$ cat config.mk
export PLATFORM = sky130hd
export DESIGN_NAME = dependent_tempo_step_sequencer
export DESIGN_NICKNAME = d
export VERILOG_FILES = /design/src/rtl/core/dtss_pkg.sv /design/src/rtl/core/dependent_tempo_step_sequencer.sv /design/src/rtl/core/dtss_ram.sv /design/src/rtl/core/dtss_ctrl.sv /design/src/rtl/core/dtss_datapath.sv
export VERILOG_INCLUDE_DIRS = /design/src /design/src/rtl/core
export SDC_FILE = /design/constraint.sdc
export NUM_CORES = 2
export LEC_CHECK = 0
export BUFFER_PORTS_ARGS = -buffer_cell sky130_fd_sc_hd__buf_2
export CORE_MARGIN = 4
export CORE_UTILIZATION = 37
export DETAILED_ROUTE_END_ITERATION = 7
export HOLD_SLACK_MARGIN = 0.06
export PLACE_DENSITY_LB_ADDON = 0.25
export SLEW_MARGIN = 5
export SYNTH_ARGS = -nofsm -noshare
export SYNTH_HDL_FRONTEND = slang
export SYNTH_SLANG_ARGS = --single-unit
$ cat constraint.sdc
create_clock -name clock -period 18.5 [get_ports clock]
set_input_delay 1.85 -clock clock [delete_from_list [all_inputs] [get_ports clock]]
set_output_delay 1.85 -clock clock [all_outputs]
set_load 0.1 [all_outputs]
$ cat src/rtl/core/dependent_tempo_step_sequencer_defines.svh
// Assertion macros for the dependent tempo step sequencer.
// Taken in by the modules that carry concurrent checks; no other dependencies.
`ifndef DEPENDENT_TEMPO_STEP_SEQUENCER_DEFINES_SVH
`define DEPENDENT_TEMPO_STEP_SEQUENCER_DEFINES_SVH

// Same-cycle implication, disabled while reset is high
`define DTSS_ASSERT_IMP(name, clk, rst, ante, cons, msg) \
   name: assert property (@(posedge clk) disable iff (rst) (ante) |-> (cons)) else $error(msg);

// Next-cycle implication, disabled while reset is high
`define DTSS_ASSERT_NXT(name, clk, rst, ante, cons, msg) \
   name: assert property (@(posedge clk) disable iff (rst) (ante) |=> (cons)) else $error(msg);

`endif

$ cat src/rtl/core/dtss_pkg.sv
// Shared constants, codes and controller/datapath command types for the
// dependent tempo step sequencer. No dependencies.
`timescale 1ns / 1ps

package dtss_pkg;

   localparam int DTSS_NUM_STEPS = 8;
   localparam int DTSS_FRAC_BITS = 8;

   localparam int PERIOD_W = 40;
   localparam int MPT_W    = 20;
   localparam int PROD_W   = 47;   // period times beats_old
   localparam int NUM_W    = 54;   // times 100
   localparam int DEN_W    = 17;   // beats_new times speed
   localparam int HOLD_W   = 10;
   localparam int DIV_CNT_W = 6;

   localparam logic [MPT_W-1:0]    MPT_RESET   = 20'd48000;
   localparam logic [PERIOD_W-1:0] PERIOD_MAX  = {PERIOD_W{1'b1}};
   localparam logic [HOLD_W-1:0]   COUNT_MAX   = {HOLD_W{1'b1}};
   localparam logic [DIV_CNT_W-1:0] DIV_LAST   = 6'd39;

   localparam logic [1:0] MODE_TICK  = 2'd0;
   localparam logic [1:0] MODE_WRITE = 2'd1;
   localparam logic [1:0] MODE_RESET = 2'd2;

   typedef struct packed {
      logic accept;
      logic tick;
      logic base_load;
      logic mul_old;
      logic mul_hundred;
      logic sat_check;
      logic div_step;
      logic update;
      logic scan_step;
      logic emit_read;
      logic emit_load;
   } dtss_cmd_type;

   typedef struct packed {
      logic saturate;
      logic div_done;
      logic advance;
      logic scan_hit;
   } dtss_status_type;

endpackage

$ cat src/rtl/core/dependent_tempo_step_sequencer.sv
// Top level of the dependent tempo step sequencer: controller and datapath.
// Depends on dtss_pkg, dtss_ctrl, dtss_datapath and dtss_ram.
//
//   channel   direction  handshake             payload
//   req_      in         req_valid/req_ready   mode, step entry fields
//   rsp_      out        rsp_valid/rsp_ready   gates, position, advanced flag
//   csr_      in         csr_valid/csr_ready   master period ticks
//
// A write, reset or unused request goes from acceptance through the emit states;
// a sample tick first passes the tick, base, multiply, saturation, divide (up to 40
// iterations, one quotient bit a cycle), update and scan (up to NUM_STEPS) states.
// Reset is synchronous; no clearing pass, step period entries carry valid bits.
// A stalled beat holds the next result back; configuration is always ready.
`timescale 1ns / 1ps

module dependent_tempo_step_sequencer #(
   parameter int NUM_STEPS = dtss_pkg::DTSS_NUM_STEPS,
   parameter int FRAC_BITS = dtss_pkg::DTSS_FRAC_BITS
) (
   input  logic        clock,
   input  logic        reset,
   input  logic        req_valid,
   output logic        req_ready,
   input  logic [1:0]  req_mode,
   input  logic [2:0]  req_step_index,
   input  logic        req_step_on,
   input  logic [1:0]  req_step_reference,
   input  logic [6:0]  req_beats_old,
   input  logic [6:0]  req_beats_new,
   input  logic [9:0]  req_hold_beats,
   input  logic [9:0]  req_speed_hundredths,
   output logic        rsp_valid,
   input  logic        rsp_ready,
   output logic        rsp_master_gate,
   output logic        rsp_step_gate,
   output logic [2:0]  rsp_step_position,
   output logic        rsp_step_advanced,
   input  logic        csr_valid,
   output logic        csr_ready,
   input  logic [19:0] csr_data
);

   dtss_pkg::dtss_cmd_type    cmd;
   dtss_pkg::dtss_status_type status;

   assign csr_ready = 1'b1;

   dtss_ctrl u_ctrl (
      .clock    (clock),
      .reset    (reset),
      .req_valid(req_valid),
      .req_ready(req_ready),
      .req_mode (req_mode),
      .rsp_valid(rsp_valid),
      .rsp_ready(rsp_ready),
      .status   (status),
      .cmd      (cmd)
   );

   dtss_datapath #(
      .NUM_STEPS(NUM_STEPS),
      .FRAC_BITS(FRAC_BITS)
   ) u_datapath (
      .clock               (clock),
      .reset               (reset),
      .cmd                 (cmd),
      .status              (status),
      .csr_valid           (csr_valid & csr_ready),
      .csr_data            (csr_data),
      .req_mode            (req_mode),
      .req_step_index      (req_step_index),
      .req_step_on         (req_step_on),
      .req_step_reference  (req_step_reference),
      .req_beats_old       (req_beats_old),
      .req_beats_new       (req_beats_new),
      .req_hold_beats      (req_hold_beats),
      .req_speed_hundredths(req_speed_hundredths),
      .rsp_master_gate     (rsp_master_gate),
      .rsp_step_gate       (rsp_step_gate),
      .rsp_step_position   (rsp_step_position),
      .rsp_step_advanced   (rsp_step_advanced)
   );

endmodule

$ cat src/rtl/core/dtss_ram.sv
// Generic single-write, single-read RAM with registered read data.
// No dependencies.
`timescale 1ns / 1ps

module dtss_ram #(
   parameter int WIDTH = 40,
   parameter int DEPTH = 8
) (
   input  logic                     clock,
   input  logic                     wr_en,
   input  logic [$clog2(DEPTH)-1:0] wr_addr,
   input  logic [WIDTH-1:0]         wr_data,
   input  logic                     rd_en,
   input  logic [$clog2(DEPTH)-1:0] rd_addr,
   output logic [WIDTH-1:0]         rd_data
);

   logic [WIDTH-1:0] mem_ff [DEPTH];
   logic [WIDTH-1:0] rd_data_ff;

   // Write and registered read
   always_ff @(posedge clock) begin
      if (wr_en) begin
         mem_ff[wr_addr] <= wr_data;
      end
      if (rd_en) begin
         rd_data_ff <= mem_ff[rd_addr];
      end
   end

   assign rd_data = rd_data_ff;

endmodule

$ cat src/rtl/core/dtss_ctrl.sv
// Sequencing state machine for the tempo step sequencer: handshakes and
// datapath commands. Depends on dtss_pkg and the assertion macro header.
`timescale 1ns / 1ps
`include "dependent_tempo_step_sequencer_defines.svh"

module dtss_ctrl (
   input  logic                     clock,
   input  logic                     reset,
   input  logic                     req_valid,
   output logic                     req_ready,
   input  logic [1:0]               req_mode,
   output logic                     rsp_valid,
   input  logic                     rsp_ready,
   input  dtss_pkg::dtss_status_type status,
   output dtss_pkg::dtss_cmd_type   cmd
);

   typedef enum logic [3:0] {
      ST_IDLE, ST_TICK, ST_BASE, ST_MUL1, ST_MUL2, ST_SAT,
      ST_DIV, ST_UPD, ST_SCAN, ST_EMIT_RD, ST_EMIT
   } state_type;

   state_type state_ff, state_in;
   logic      rsp_valid_ff, rsp_valid_in;

   assign req_ready = (state_ff == ST_IDLE);
   assign rsp_valid = rsp_valid_ff;

   // Decode commands and next state
   always_comb begin
      cmd      = '0;
      state_in = state_ff;
      case (state_ff)
         ST_IDLE: begin
            if (req_valid) begin
               cmd.accept = 1'b1;
               state_in   = (req_mode == dtss_pkg::MODE_TICK) ? ST_TICK : ST_EMIT_RD;
            end
         end
         ST_TICK: begin
            cmd.tick = 1'b1;
            state_in = ST_BASE;
         end
         ST_BASE: begin
            cmd.base_load = 1'b1;
            state_in      = ST_MUL1;
         end
         ST_MUL1: begin
            cmd.mul_old = 1'b1;
            state_in    = ST_MUL2;
         end
         ST_MUL2: begin
            cmd.mul_hundred = 1'b1;
            state_in        = ST_SAT;
         end
         ST_SAT: begin
            cmd.sat_check = 1'b1;
            state_in      = status.saturate ? ST_UPD : ST_DIV;
         end
         ST_DIV: begin
            cmd.div_step = 1'b1;
            if (status.div_done) begin
               state_in = ST_UPD;
            end
         end
         ST_UPD: begin
            cmd.update = 1'b1;
            state_in   = status.advance ? ST_SCAN : ST_EMIT_RD;
         end
         ST_SCAN: begin
            cmd.scan_step = 1'b1;
            if (status.scan_hit) begin
               state_in = ST_EMIT_RD;
            end
         end
         ST_EMIT_RD: begin
            cmd.emit_read = 1'b1;
            state_in      = ST_EMIT;
         end
         ST_EMIT: begin
            if (!rsp_valid_ff || rsp_ready) begin
               cmd.emit_load = 1'b1;
               state_in      = ST_IDLE;
            end
         end
         default: begin
            state_in = ST_IDLE;
         end
      endcase
   end

   // Hold result beat until taken
   always_comb begin
      rsp_valid_in = rsp_valid_ff;
      if (cmd.emit_load) begin
         rsp_valid_in = 1'b1;
      end else if (rsp_ready) begin
         rsp_valid_in = 1'b0;
      end
   end

   always_ff @(posedge clock) begin
      if (reset) begin
         state_ff     <= ST_IDLE;
         rsp_valid_ff <= 1'b0;
      end else begin
         state_ff     <= state_in;
         rsp_valid_ff <= rsp_valid_in;
      end
   end

   `DTSS_ASSERT_NXT(a_accept_leaves_idle, clock, reset, req_valid && req_ready, state_ff != ST_IDLE, "accepted beat did not start work")
   `DTSS_ASSERT_IMP(a_load_into_free_slot, clock, reset, cmd.emit_load, !rsp_valid_ff || rsp_ready, "result overwrote a pending beat")
   `DTSS_ASSERT_NXT(a_taken_beat_drains, clock, reset, rsp_valid_ff && rsp_ready && !cmd.emit_load, !rsp_valid_ff, "taken result beat repeated")

endmodule

$ cat src/rtl/core/dtss_datapath.sv
// Datapath of the tempo step sequencer: step table, phases, period
// multiply and iterative divide, step scan, result registers.
// Depends on dtss_pkg and dtss_ram.
`timescale 1ns / 1ps

module dtss_datapath #(
   parameter int NUM_STEPS = dtss_pkg::DTSS_NUM_STEPS,
   parameter int FRAC_BITS = dtss_pkg::DTSS_FRAC_BITS
) (
   input  logic                      clock,
   input  logic                      reset,
   input  dtss_pkg::dtss_cmd_type    cmd,
   output dtss_pkg::dtss_status_type status,
   input  logic                      csr_valid,
   input  logic [dtss_pkg::MPT_W-1:0] csr_data,
   input  logic [1:0]                req_mode,
   input  logic [2:0]                req_step_index,
   input  logic                      req_step_on,
   input  logic [1:0]                req_step_reference,
   input  logic [6:0]                req_beats_old,
   input  logic [6:0]                req_beats_new,
   input  logic [9:0]                req_hold_beats,
   input  logic [9:0]                req_speed_hundredths,
   output logic                      rsp_master_gate,
   output logic                      rsp_step_gate,
   output logic [2:0]                rsp_step_position,
   output logic                      rsp_step_advanced
);

   localparam int IW = (NUM_STEPS > 1) ? $clog2(NUM_STEPS) : 1;
   localparam int PW = (IW > 3) ? IW : 3;
   localparam int PER_W = dtss_pkg::PERIOD_W;
   localparam logic [PER_W-1:0] PHASE_ONE = PER_W'(1) << FRAC_BITS;

   // Configuration register
   logic [dtss_pkg::MPT_W-1:0] mpt_ff;
   logic [dtss_pkg::MPT_W-1:0] mlen;

   always_ff @(posedge clock) begin
      if (reset) begin
         mpt_ff <= dtss_pkg::MPT_RESET;
      end else if (csr_valid) begin
         mpt_ff <= csr_data;
      end
   end

   assign mlen = (mpt_ff == '0) ? dtss_pkg::MPT_W'(1) : mpt_ff;

   // Step table
   logic [NUM_STEPS-1:0] on_ff;
   logic [1:0]           ref_ff   [NUM_STEPS];
   logic [6:0]           old_ff   [NUM_STEPS];
   logic [6:0]           new_ff   [NUM_STEPS];
   logic [9:0]           hold_ff  [NUM_STEPS];
   logic [9:0]           speed_ff [NUM_STEPS];
   logic [NUM_STEPS-1:0] pvalid_ff;

   // Sequence state
   logic [IW-1:0]          pos_ff;
   logic [IW-1:0]          scan_ff;
   logic [9:0]             count_ff;
   logic [dtss_pkg::MPT_W-1:0] mph_ff;
   logic [PER_W-1:0]       sph_ff;
   logic                   adv_ff;

   // Period arithmetic
   logic [1:0]                 cur_ref_ff;
   logic [IW-1:0]              ref_idx_ff;
   logic [6:0]                 cur_old_ff;
   logic [9:0]                 cur_hold_ff;
   logic [dtss_pkg::DEN_W-1:0] den_ff;
   logic [PER_W-1:0]           base_ff;
   logic [dtss_pkg::PROD_W-1:0] prod_ff;
   logic [dtss_pkg::NUM_W-1:0] num_ff;
   logic [dtss_pkg::DEN_W-1:0] rem_ff;
   logic [PER_W-1:0]           quo_ff;
   logic [dtss_pkg::DIV_CNT_W-1:0] div_cnt_ff;

   // Write decode
   logic [IW-1:0] wr_idx;
   logic          wr_ok;
   logic [1:0]    wr_ref;
   logic [1:0]    wr_ref_c;

   assign wr_idx   = IW'(req_step_index);
   assign wr_ok    = (5'(req_step_index) < 5'(NUM_STEPS));
   assign wr_ref   = (req_step_reference > 2'd2) ? 2'd2 : req_step_reference;
   assign wr_ref_c = (3'(wr_ref) > req_step_index) ? req_step_index[1:0] : wr_ref;

   // Tick decode: clamp reference to the playing step
   logic [1:0]          use_ref;
   logic [dtss_pkg::MPT_W-1:0] mph_inc;
   logic [6:0]          nb;
   logic [9:0]          spd;

   always_comb begin
      use_ref = (ref_ff[pos_ff] > 2'd2) ? 2'd2 : ref_ff[pos_ff];
      if (5'(use_ref) > 5'(pos_ff)) begin
         use_ref = 2'(pos_ff);
      end
   end

   assign mph_inc = mph_ff + dtss_pkg::MPT_W'(1);
   assign nb      = (new_ff[pos_ff] == '0) ? 7'd1 : new_ff[pos_ff];
   assign spd     = (speed_ff[pos_ff] == '0) ? 10'd1 : speed_ff[pos_ff];

   // Step period store
   logic             ram_rd_en;
   logic [IW-1:0]    ram_rd_addr;
   logic [PER_W-1:0] ram_rd_data;
   logic [IW-1:0]    tick_ref_idx;

   assign tick_ref_idx = pos_ff - IW'(use_ref);
   assign ram_rd_en    = cmd.tick | cmd.emit_read;
   assign ram_rd_addr  = cmd.tick ? tick_ref_idx : pos_ff;

   dtss_ram #(
      .WIDTH(PER_W),
      .DEPTH(NUM_STEPS)
   ) u_period_ram (
      .clock  (clock),
      .wr_en  (cmd.update),
      .wr_addr(pos_ff),
      .wr_data(quo_ff),
      .rd_en  (ram_rd_en),
      .rd_addr(ram_rd_addr),
      .rd_data(ram_rd_data)
   );

   // Divide step and saturation test
   logic [dtss_pkg::DEN_W:0] div_trial;
   logic                     div_ge;

   assign div_trial = {rem_ff, quo_ff[PER_W-1]};
   assign div_ge    = (div_trial >= {1'b0, den_ff});

   // Period update: count periods, decide on advance
   logic [9:0] count_upd;
   logic       wrap_hit;

   assign wrap_hit = (sph_ff >= quo_ff);

   always_comb begin
      count_upd = count_ff;
      if (wrap_hit) begin
         if (cur_hold_ff != '0) begin
            count_upd = (count_ff == dtss_pkg::COUNT_MAX) ? count_ff : count_ff + 10'd1;
         end else begin
            count_upd = '0;
         end
      end
   end

   // Scan for the next active step
   logic [IW-1:0] scan_next;

   assign scan_next = (32'(scan_ff) == NUM_STEPS - 1) ? '0 : scan_ff + IW'(1);

   assign status.saturate = (57'(num_ff) >= {den_ff, PER_W'(0)});
   assign status.div_done = (div_cnt_ff == dtss_pkg::DIV_LAST);
   assign status.advance  = (count_upd != '0) && (count_upd >= cur_hold_ff);
   assign status.scan_hit = on_ff[scan_next];

   // Table and sequence state
   always_ff @(posedge clock) begin
      if (reset) begin
         for (int i = 0; i < NUM_STEPS; i++) begin
            on_ff[i]    <= (i == 0);
            ref_ff[i]   <= 2'd0;
            old_ff[i]   <= 7'd1;
            new_ff[i]   <= 7'd1;
            hold_ff[i]  <= 10'd4;
            speed_ff[i] <= 10'd100;
         end
         pvalid_ff <= '0;
         pos_ff    <= '0;
         count_ff  <= '0;
         mph_ff    <= '0;
         sph_ff    <= '0;
         adv_ff    <= 1'b0;
      end else begin
         if (cmd.accept) begin
            adv_ff <= 1'b0;
            if (req_mode == dtss_pkg::MODE_WRITE && wr_ok) begin
               on_ff[wr_idx]    <= (wr_idx == '0) ? 1'b1 : req_step_on;
               ref_ff[wr_idx]   <= wr_ref_c;
               old_ff[wr_idx]   <= req_beats_old;
               new_ff[wr_idx]   <= req_beats_new;
               hold_ff[wr_idx]  <= req_hold_beats;
               speed_ff[wr_idx] <= req_speed_hundredths;
            end
            if (req_mode == dtss_pkg::MODE_RESET) begin
               pos_ff   <= '0;
               count_ff <= '0;
               mph_ff   <= '0;
               sph_ff   <= '0;
            end
         end
         // Advance both phases
         if (cmd.tick) begin
            sph_ff <= sph_ff + PHASE_ONE;
            mph_ff <= (mph_inc >= mlen) ? mph_inc - mlen : mph_inc;
         end
         // Store period, wrap the step phase, count periods
         if (cmd.update) begin
            pvalid_ff[pos_ff] <= 1'b1;
            if (wrap_hit) begin
               sph_ff <= sph_ff - quo_ff;
            end
            count_ff <= status.advance ? '0 : count_upd;
         end
         if (cmd.scan_step && status.scan_hit) begin
            pos_ff <= scan_next;
            adv_ff <= 1'b1;
         end
      end
   end

   // Period arithmetic registers
   always_ff @(posedge clock) begin
      if (cmd.tick) begin
         cur_ref_ff  <= use_ref;
         ref_idx_ff  <= tick_ref_idx;
         cur_old_ff  <= old_ff[pos_ff];
         cur_hold_ff <= hold_ff[pos_ff];
         den_ff      <= dtss_pkg::DEN_W'(nb) * dtss_pkg::DEN_W'(spd);
      end
      if (cmd.base_load) begin
         if (cur_ref_ff == 2'd0) begin
            base_ff <= PER_W'(mlen) << FRAC_BITS;
         end else begin
            base_ff <= pvalid_ff[ref_idx_ff] ? ram_rd_data : '0;
         end
      end
      if (cmd.mul_old) begin
         prod_ff <= dtss_pkg::PROD_W'(base_ff) * dtss_pkg::PROD_W'(cur_old_ff);
      end
      if (cmd.mul_hundred) begin
         num_ff <= dtss_pkg::NUM_W'(prod_ff) * dtss_pkg::NUM_W'(7'd100);
      end
      if (cmd.sat_check) begin
         if (status.saturate) begin
            quo_ff <= dtss_pkg::PERIOD_MAX;
         end else begin
            quo_ff <= num_ff[PER_W-1:0];
            rem_ff <= dtss_pkg::DEN_W'(num_ff[dtss_pkg::NUM_W-1:PER_W]);
         end
         div_cnt_ff <= '0;
      end
      // One quotient bit a cycle
      if (cmd.div_step) begin
         quo_ff     <= {quo_ff[PER_W-2:0], div_ge};
         rem_ff     <= div_ge ? dtss_pkg::DEN_W'(div_trial - {1'b0, den_ff})
                              : dtss_pkg::DEN_W'(div_trial);
         div_cnt_ff <= div_cnt_ff + dtss_pkg::DIV_CNT_W'(1);
      end
      if (cmd.scan_step) begin
         scan_ff <= scan_next;
      end else if (cmd.update) begin
         scan_ff <= pos_ff;
      end
   end

   // Result beat
   logic [PW-1:0] pos_wide;

   assign pos_wide = PW'(pos_ff);

   always_ff @(posedge clock) begin
      if (cmd.emit_load) begin
         rsp_master_gate   <= ({mph_ff, 1'b0} < {1'b0, mlen});
         rsp_step_gate     <= pvalid_ff[pos_ff] && ({sph_ff, 1'b0} < {1'b0, ram_rd_data});
         rsp_step_position <= pos_wide[2:0];
         rsp_step_advanced <= adv_ff;
      end
   end

endmodule
== Yosys cells after proc, flatten, opt, wreduce, memory -nomap -nowiden ==
Memories as Yosys holds them, arrays and structs flattened. A register that Yosys moved wholly into a read port is not among the register bits.
Index checks and enable logic that the tools add are counted.
Word-level totals
  flip-flop bits (word level): 348
  memory bits (writable): 608
  output and inout bits: 9
  word-level logic and storage cells: 227
  memories kept: 6
Operators by class
  add/sub/neg operators: 9
  multiply operators: 3
  order comparisons: 17
  equal/unequal tests: 20
  mux-type cells: 107
  bitwise logic cells: 3
  reductions and logical operators: 37
Memories
  u_datapath.u_period_ram.mem_ff: depth 8, width 40, read ports 1, clocked after memory_dff 1, wr ports 1, line dtss_ram.sv:18  | logic [WIDTH-1:0] mem_ff [DEPTH];
  u_datapath.hold_ff: depth 8, width 10, read ports 1, clocked after memory_dff 1, wr ports 8, line dtss_datapath.sv:54  | logic [9:0] hold_ff [NUM_STEPS];
  u_datapath.speed_ff: depth 8, width 10, read ports 1, clocked after memory_dff 1, wr ports 8, line dtss_datapath.sv:55  | logic [9:0] speed_ff [NUM_STEPS];
  u_datapath.new_ff: depth 8, width 7, read ports 1, clocked after memory_dff 1, wr ports 8, line dtss_datapath.sv:53  | logic [6:0] new_ff [NUM_STEPS];
  u_datapath.old_ff: depth 8, width 7, read ports 1, clocked after memory_dff 1, wr ports 8, line dtss_datapath.sv:52  | logic [6:0] old_ff [NUM_STEPS];
  u_datapath.ref_ff: depth 8, width 2, read ports 1, clocked after memory_dff 1, wr ports 8, line dtss_datapath.sv:51  | logic [1:0] ref_ff [NUM_STEPS];
Operator list (number)
  two-way mux 40 bit: 8
  two-way mux 10 bit: 10
  two-way mux 20 bit: 5
  two-way mux 17 bit: 4
  >= comparator 54 x 57 -> 1 bit: 1
  two-way mux 28 bit: 2
  two-way mux 3 bit: 18
  multiplier 47 x 5 -> 52 bit, second input constant: 1
  multiplier 40 x 7 -> 47 bit: 1
  one-hot mux 4 bit (11 select lines): 1
  < comparator 41 x 40 -> 1 bit: 1
  adder 40 x 9 -> 40 bit, second input constant: 1
  >= comparator 40 bit: 1
  subtractor 40 bit: 1
  two-way mux 1 bit: 38
  < comparator 21 x 20 -> 1 bit: 1
  two-way mux 7 bit: 3
  adder 20 x 1 -> 20 bit, second input constant: 1
  >= comparator 20 bit: 1
  zero test 20 bit: 1
  two-way mux 4 bit: 5
  nonzero test 10 bit: 2
  OR reduction 10 bit: 2
  subtractor 20 bit: 1
  other kinds (44): 86

== Logic depth before layout (Yosys ltp) ==
  depth after elaboration: 9
  gate-level depth with buffers: 27

== Cells and area by module ==
From an unflattened synthesis, not the netlist that was laid out.
Second synthesis, totals
  cell total of the unflattened synthesis: 5404
  area total of the unflattened synthesis: 63428.3 µm²
Modules (own cells, without submodules)
  dtss_datapath: times used 1, cells each 4830, area each 49449.9 µm², seq. area each 18417.7 µm²
  dtss_ram: times used 1, cells each 515, area each 13571.8 µm², seq. area each 10810.4 µm²
  dtss_ctrl: times used 1, cells each 57, area each 395.4 µm², seq. area each 100.1 µm²
  dependent_tempo_step_sequencer: times used 1, cells each 2, area each 11.3 µm², seq. area each 0.0 µm²

== Worst setup path after synthesis ==
No wires, ideal clock.
  path kind: register to register
  start point: register u_ctrl.state_ff[1]
  end point: memory u_datapath.hold_ff[1][0], enable pin
  library setup time: 0.486 ns
  arrival: 6.465 ns
  data required time: 18.014 ns
  setup slack: 11.550 ns
  stages on the path, launching flop included: 9
  buffers on the path: 1
  clock period less this slack: 6.950 ns
  path through: dfxtp_1 buf_2 nor2_2 inv_1 nor3_1 nand2_1 nor3b_1 nand2_1 o31ai_1
RTL lines
  from (decl): line dtss_ctrl.sv:23  | state_type state_ff, state_in;
  from (signal assigned): line dtss_ctrl.sv:107  | state_ff <= state_in;
  to (decl): line dtss_datapath.sv:54

==> metrics <==
initial DRC count 3423; CP endpoint u_datapath.den_ff[16]; Worst path top cell family by delay adder cells; share of the synthesized area in the top cell type 0.436; Final HPWL DP 111000 µm; Worst R2R Path Depth 25; WP depth 25; CP max stage cell buf_4; CTS Sinks 1016; Pint 6750 µW; TritonCTS clock tree done; CTS Buf Count 108; Die Y 417 µm; xor/xnor cell area share of the yosys netlist 0.0266; dominant synthesized flop cell edfxtp_1; Max Root-Sink Buffers 3; DRT antenna net count 0; largest family of logic cells by synthesized area adder cells; delay of the slowest critical-path stage 610 ps; Vias 40800; Peak VDD IR 166 µV; I/O Pins 76; switching part of the total 0.401; RSZ-0062 raised after global routing false; Yosys reg bits 1016; Area contributors post-synth edfxtp_1 44%, fa_1 8.9%, ha_1 8.4%; die footprint 174000 µm²; Yosys top cell by area edfxtp_1; worst slew pin tran 1180 ps; Filler Cell Count 15700; final WL 164000 µm; DR WL/cell 21.4 µm; Setup crit start kind register; EDFF count, synth 898; Slew headroom 0.215; initial antenna violation count 9; Leakage 0.0278 µW; crit path max fanout 38; Max Freq 0.132 GHz; initial cell density of the core 0.374; Final period util 0.411; setup_tns 0 ps; Worst-path clk slew 60 ps; Placement Rows 149; final setup fails 0; Total Routing Usage GR 0.188; setup repair bufs after CTS 0; Worst Path Arrival 8090 ps; vias in the first global route 41300; type of the most critical hold path register to register; CP endpoint kind register; nets 6135; hold buffers post-CTS 0; final worst-path setup slack 10900 ps; adder-cell share of the synthesized area 0.172; library cells used by synthesis 83; min-delay src u_datapath.adv_ff; Synth Area in Simple Gates 0.123; Gate Count Post-Synth 5306; status complete, no violations; sequential share of the synthesized area 0.474; Synth Warn # 0; Period minus WS final 7600 ps; Net Count, Synth 6062; Critical Path RT 18990 ps; # DRC 0; Hold Violations, Final 0; H-tree depth 3; reported net switching power 4510 µW; global-route wire length before repair 254000 µm; post-synthesis cell area 61900 µm²; complex-gate fraction of the synthesized area 0.0924; share of cells above drive strength 1 0.101; number of max-cap violations 0; Core ar. 166000 µm²; ys async rst share 0; clk_skew 35.1 ps; Commonest cells post-synth 898 x edfxtp_1, 609 x inv_1, 439 x nand2_1; WP buf/inv 5; post-CTS resize count 0; mux cell area share after synthesis 0.0629; Gate power share 0.526; DP Worst Slack 10820 ps; Vias/cell 5.33; Pwr per Cell Area 164 nW/µm²; max-slew violations 0; Critical R2R Capture u_datapath.den_ff[16]; Horiz. Die Dim 417 µm; gp weighted congestion 0.889; FF-to-FF setup slack 10900 ps; I/O Buffers 74; Root Buffer Master clkbuf_16; dominant cell by count in the synthesized netlist edfxtp_1; sequential share of power 0.279; syn_area_per_cell 11.7 µm²; clock group share of total power 0.195; gr ovfl total 0; area delta synth->final 10.9%; crit path kind register to register; Worst-Skew Late Latency 760 ps; First-pass DRT Iterations 5; largest net degree at the start of global routing 81
-- registers in the layout, indices dropped and copies added (netlist names), 10 cells and up, named ones only --
signal                           cells
u_datapath.mpt_ff                   20
u_datapath.sph_ff                   40
u_datapath.hold_ff                  80
u_datapath.mph_ff                   20
u_datapath.ref_ff                   16
u_datapath.den_ff                   17
u_datapath.cur_hold_ff              10
u_datapath.count_ff                 10
u_datapath.u_period_ram.rd_data     40
u_datapath.base_ff                  40
u_datapath.num_ff                   52
u_datapath.u_period_ram.mem_ff     320
u_datapath.old_ff                   56
u_datapath.prod_ff                  47
u_datapath.quo_ff                   40
u_datapath.new_ff                   56
u_datapath.rem_ff                   17
u_datapath.speed_ff                 80
-- layout by cell type, fill, tap and decap left out, types with 20 or more instances in the layout --
cell type	instances
nor2_1	245
nor4_1	24
nor2b_1	49
clkinv_1	20
nand3_1	89
fa_1	274
o21bai_1	27
and3_1	51
a211oi_1	42
a21oi_1	209
buf_2	73
nand2_1	439
ha_1	415
or2_2	20
and2_1	295
o21a_1	36
nor3_1	67
xnor2_1	128
o21ai_0	154
clkbuf_1	31
buf_4	72
edfxtp_1	898
clkbuf_16	111
mux4_2	120
mux2_2	50
nand2b_1	69
a22oi_1	121
a21o_1	74
a22o_1	31
inv_1	609
mux2i_1	62
xor2_1	59
dfxtp_1	116
or3_1	47
nand4_1	56
-- metrics by stage --
step | util | area, µm² | hold slack, ps | cells | total power [µW]
final | 0.414 | 68600 | 436 | 7665 | 11300
after global routing | 0.414 | 68600 | 454 | 7661 | 12200
after CTS | 0.414 | 68600 | 439 | 7661 | 11400
after detailed placement | 0.393 | 65100 | 425 | 7458 | 9140
after global placement | 0.393 | 65100 | 426 | 7458 | 9100
after floorplan | - | 61900 | 408 | 5306 | 7720
-- power groups by stage --
stage	logic (µW)	registers [µW]	clock network, µW
after global routing	6720	3160	2340
final	5920	3140	2190
after floorplan	4610	3110	0
after detailed placement	5950	3190	0
after global placement	5910	3190	0
after CTS	5990	3140	2240
-- metal layers --
layer	GRT usage	share of wire
met2	0.317	0.48
met3	0.0336	0.053
met5	0	0.00030
met4	0.0524	0.028
met1	0.250	0.43
-- cell families after synthesis --
kind of cell	count (synthesis)
AO/OA/AOI/OAI	867
other	1
flip-flops	1016
XOR/XNOR	188
buffers and inverters	796
multiplexers	233
adder cells (fa/ha/maj)	689
AND/OR/NAND/NOR	1516
-- how the worst min path moves through the flow --
stage                                               to  slack (ps)  depth (start not counted)
after floorplan           u_datapath.rsp_step_advanced         410                          0
after global placement    u_datapath.rsp_step_advanced         430                          0
after detailed placement  u_datapath.rsp_step_advanced         430                          0
after CTS                 u_datapath.rsp_step_advanced         440                          0
after global routing      u_datapath.rsp_step_advanced         450                          0
final                     u_datapath.rsp_step_advanced         440                          0
-- cell type report --
type	count	area [µm²]	area share
Multi-Input combinational cell	3494	29800	0.435
Clock inverter	58	577	0.00840
Clock buffer	145	2940	0.0428
Tap cell	2189	2740	0.0399
Timing Repair Buffer	146	926	0.0135
Sequential cell	1016	29300	0.427
Antenna cell	4	10.0	0.000146
Inverter	613	2300	0.0335
(Power assumes the default switching activity.)
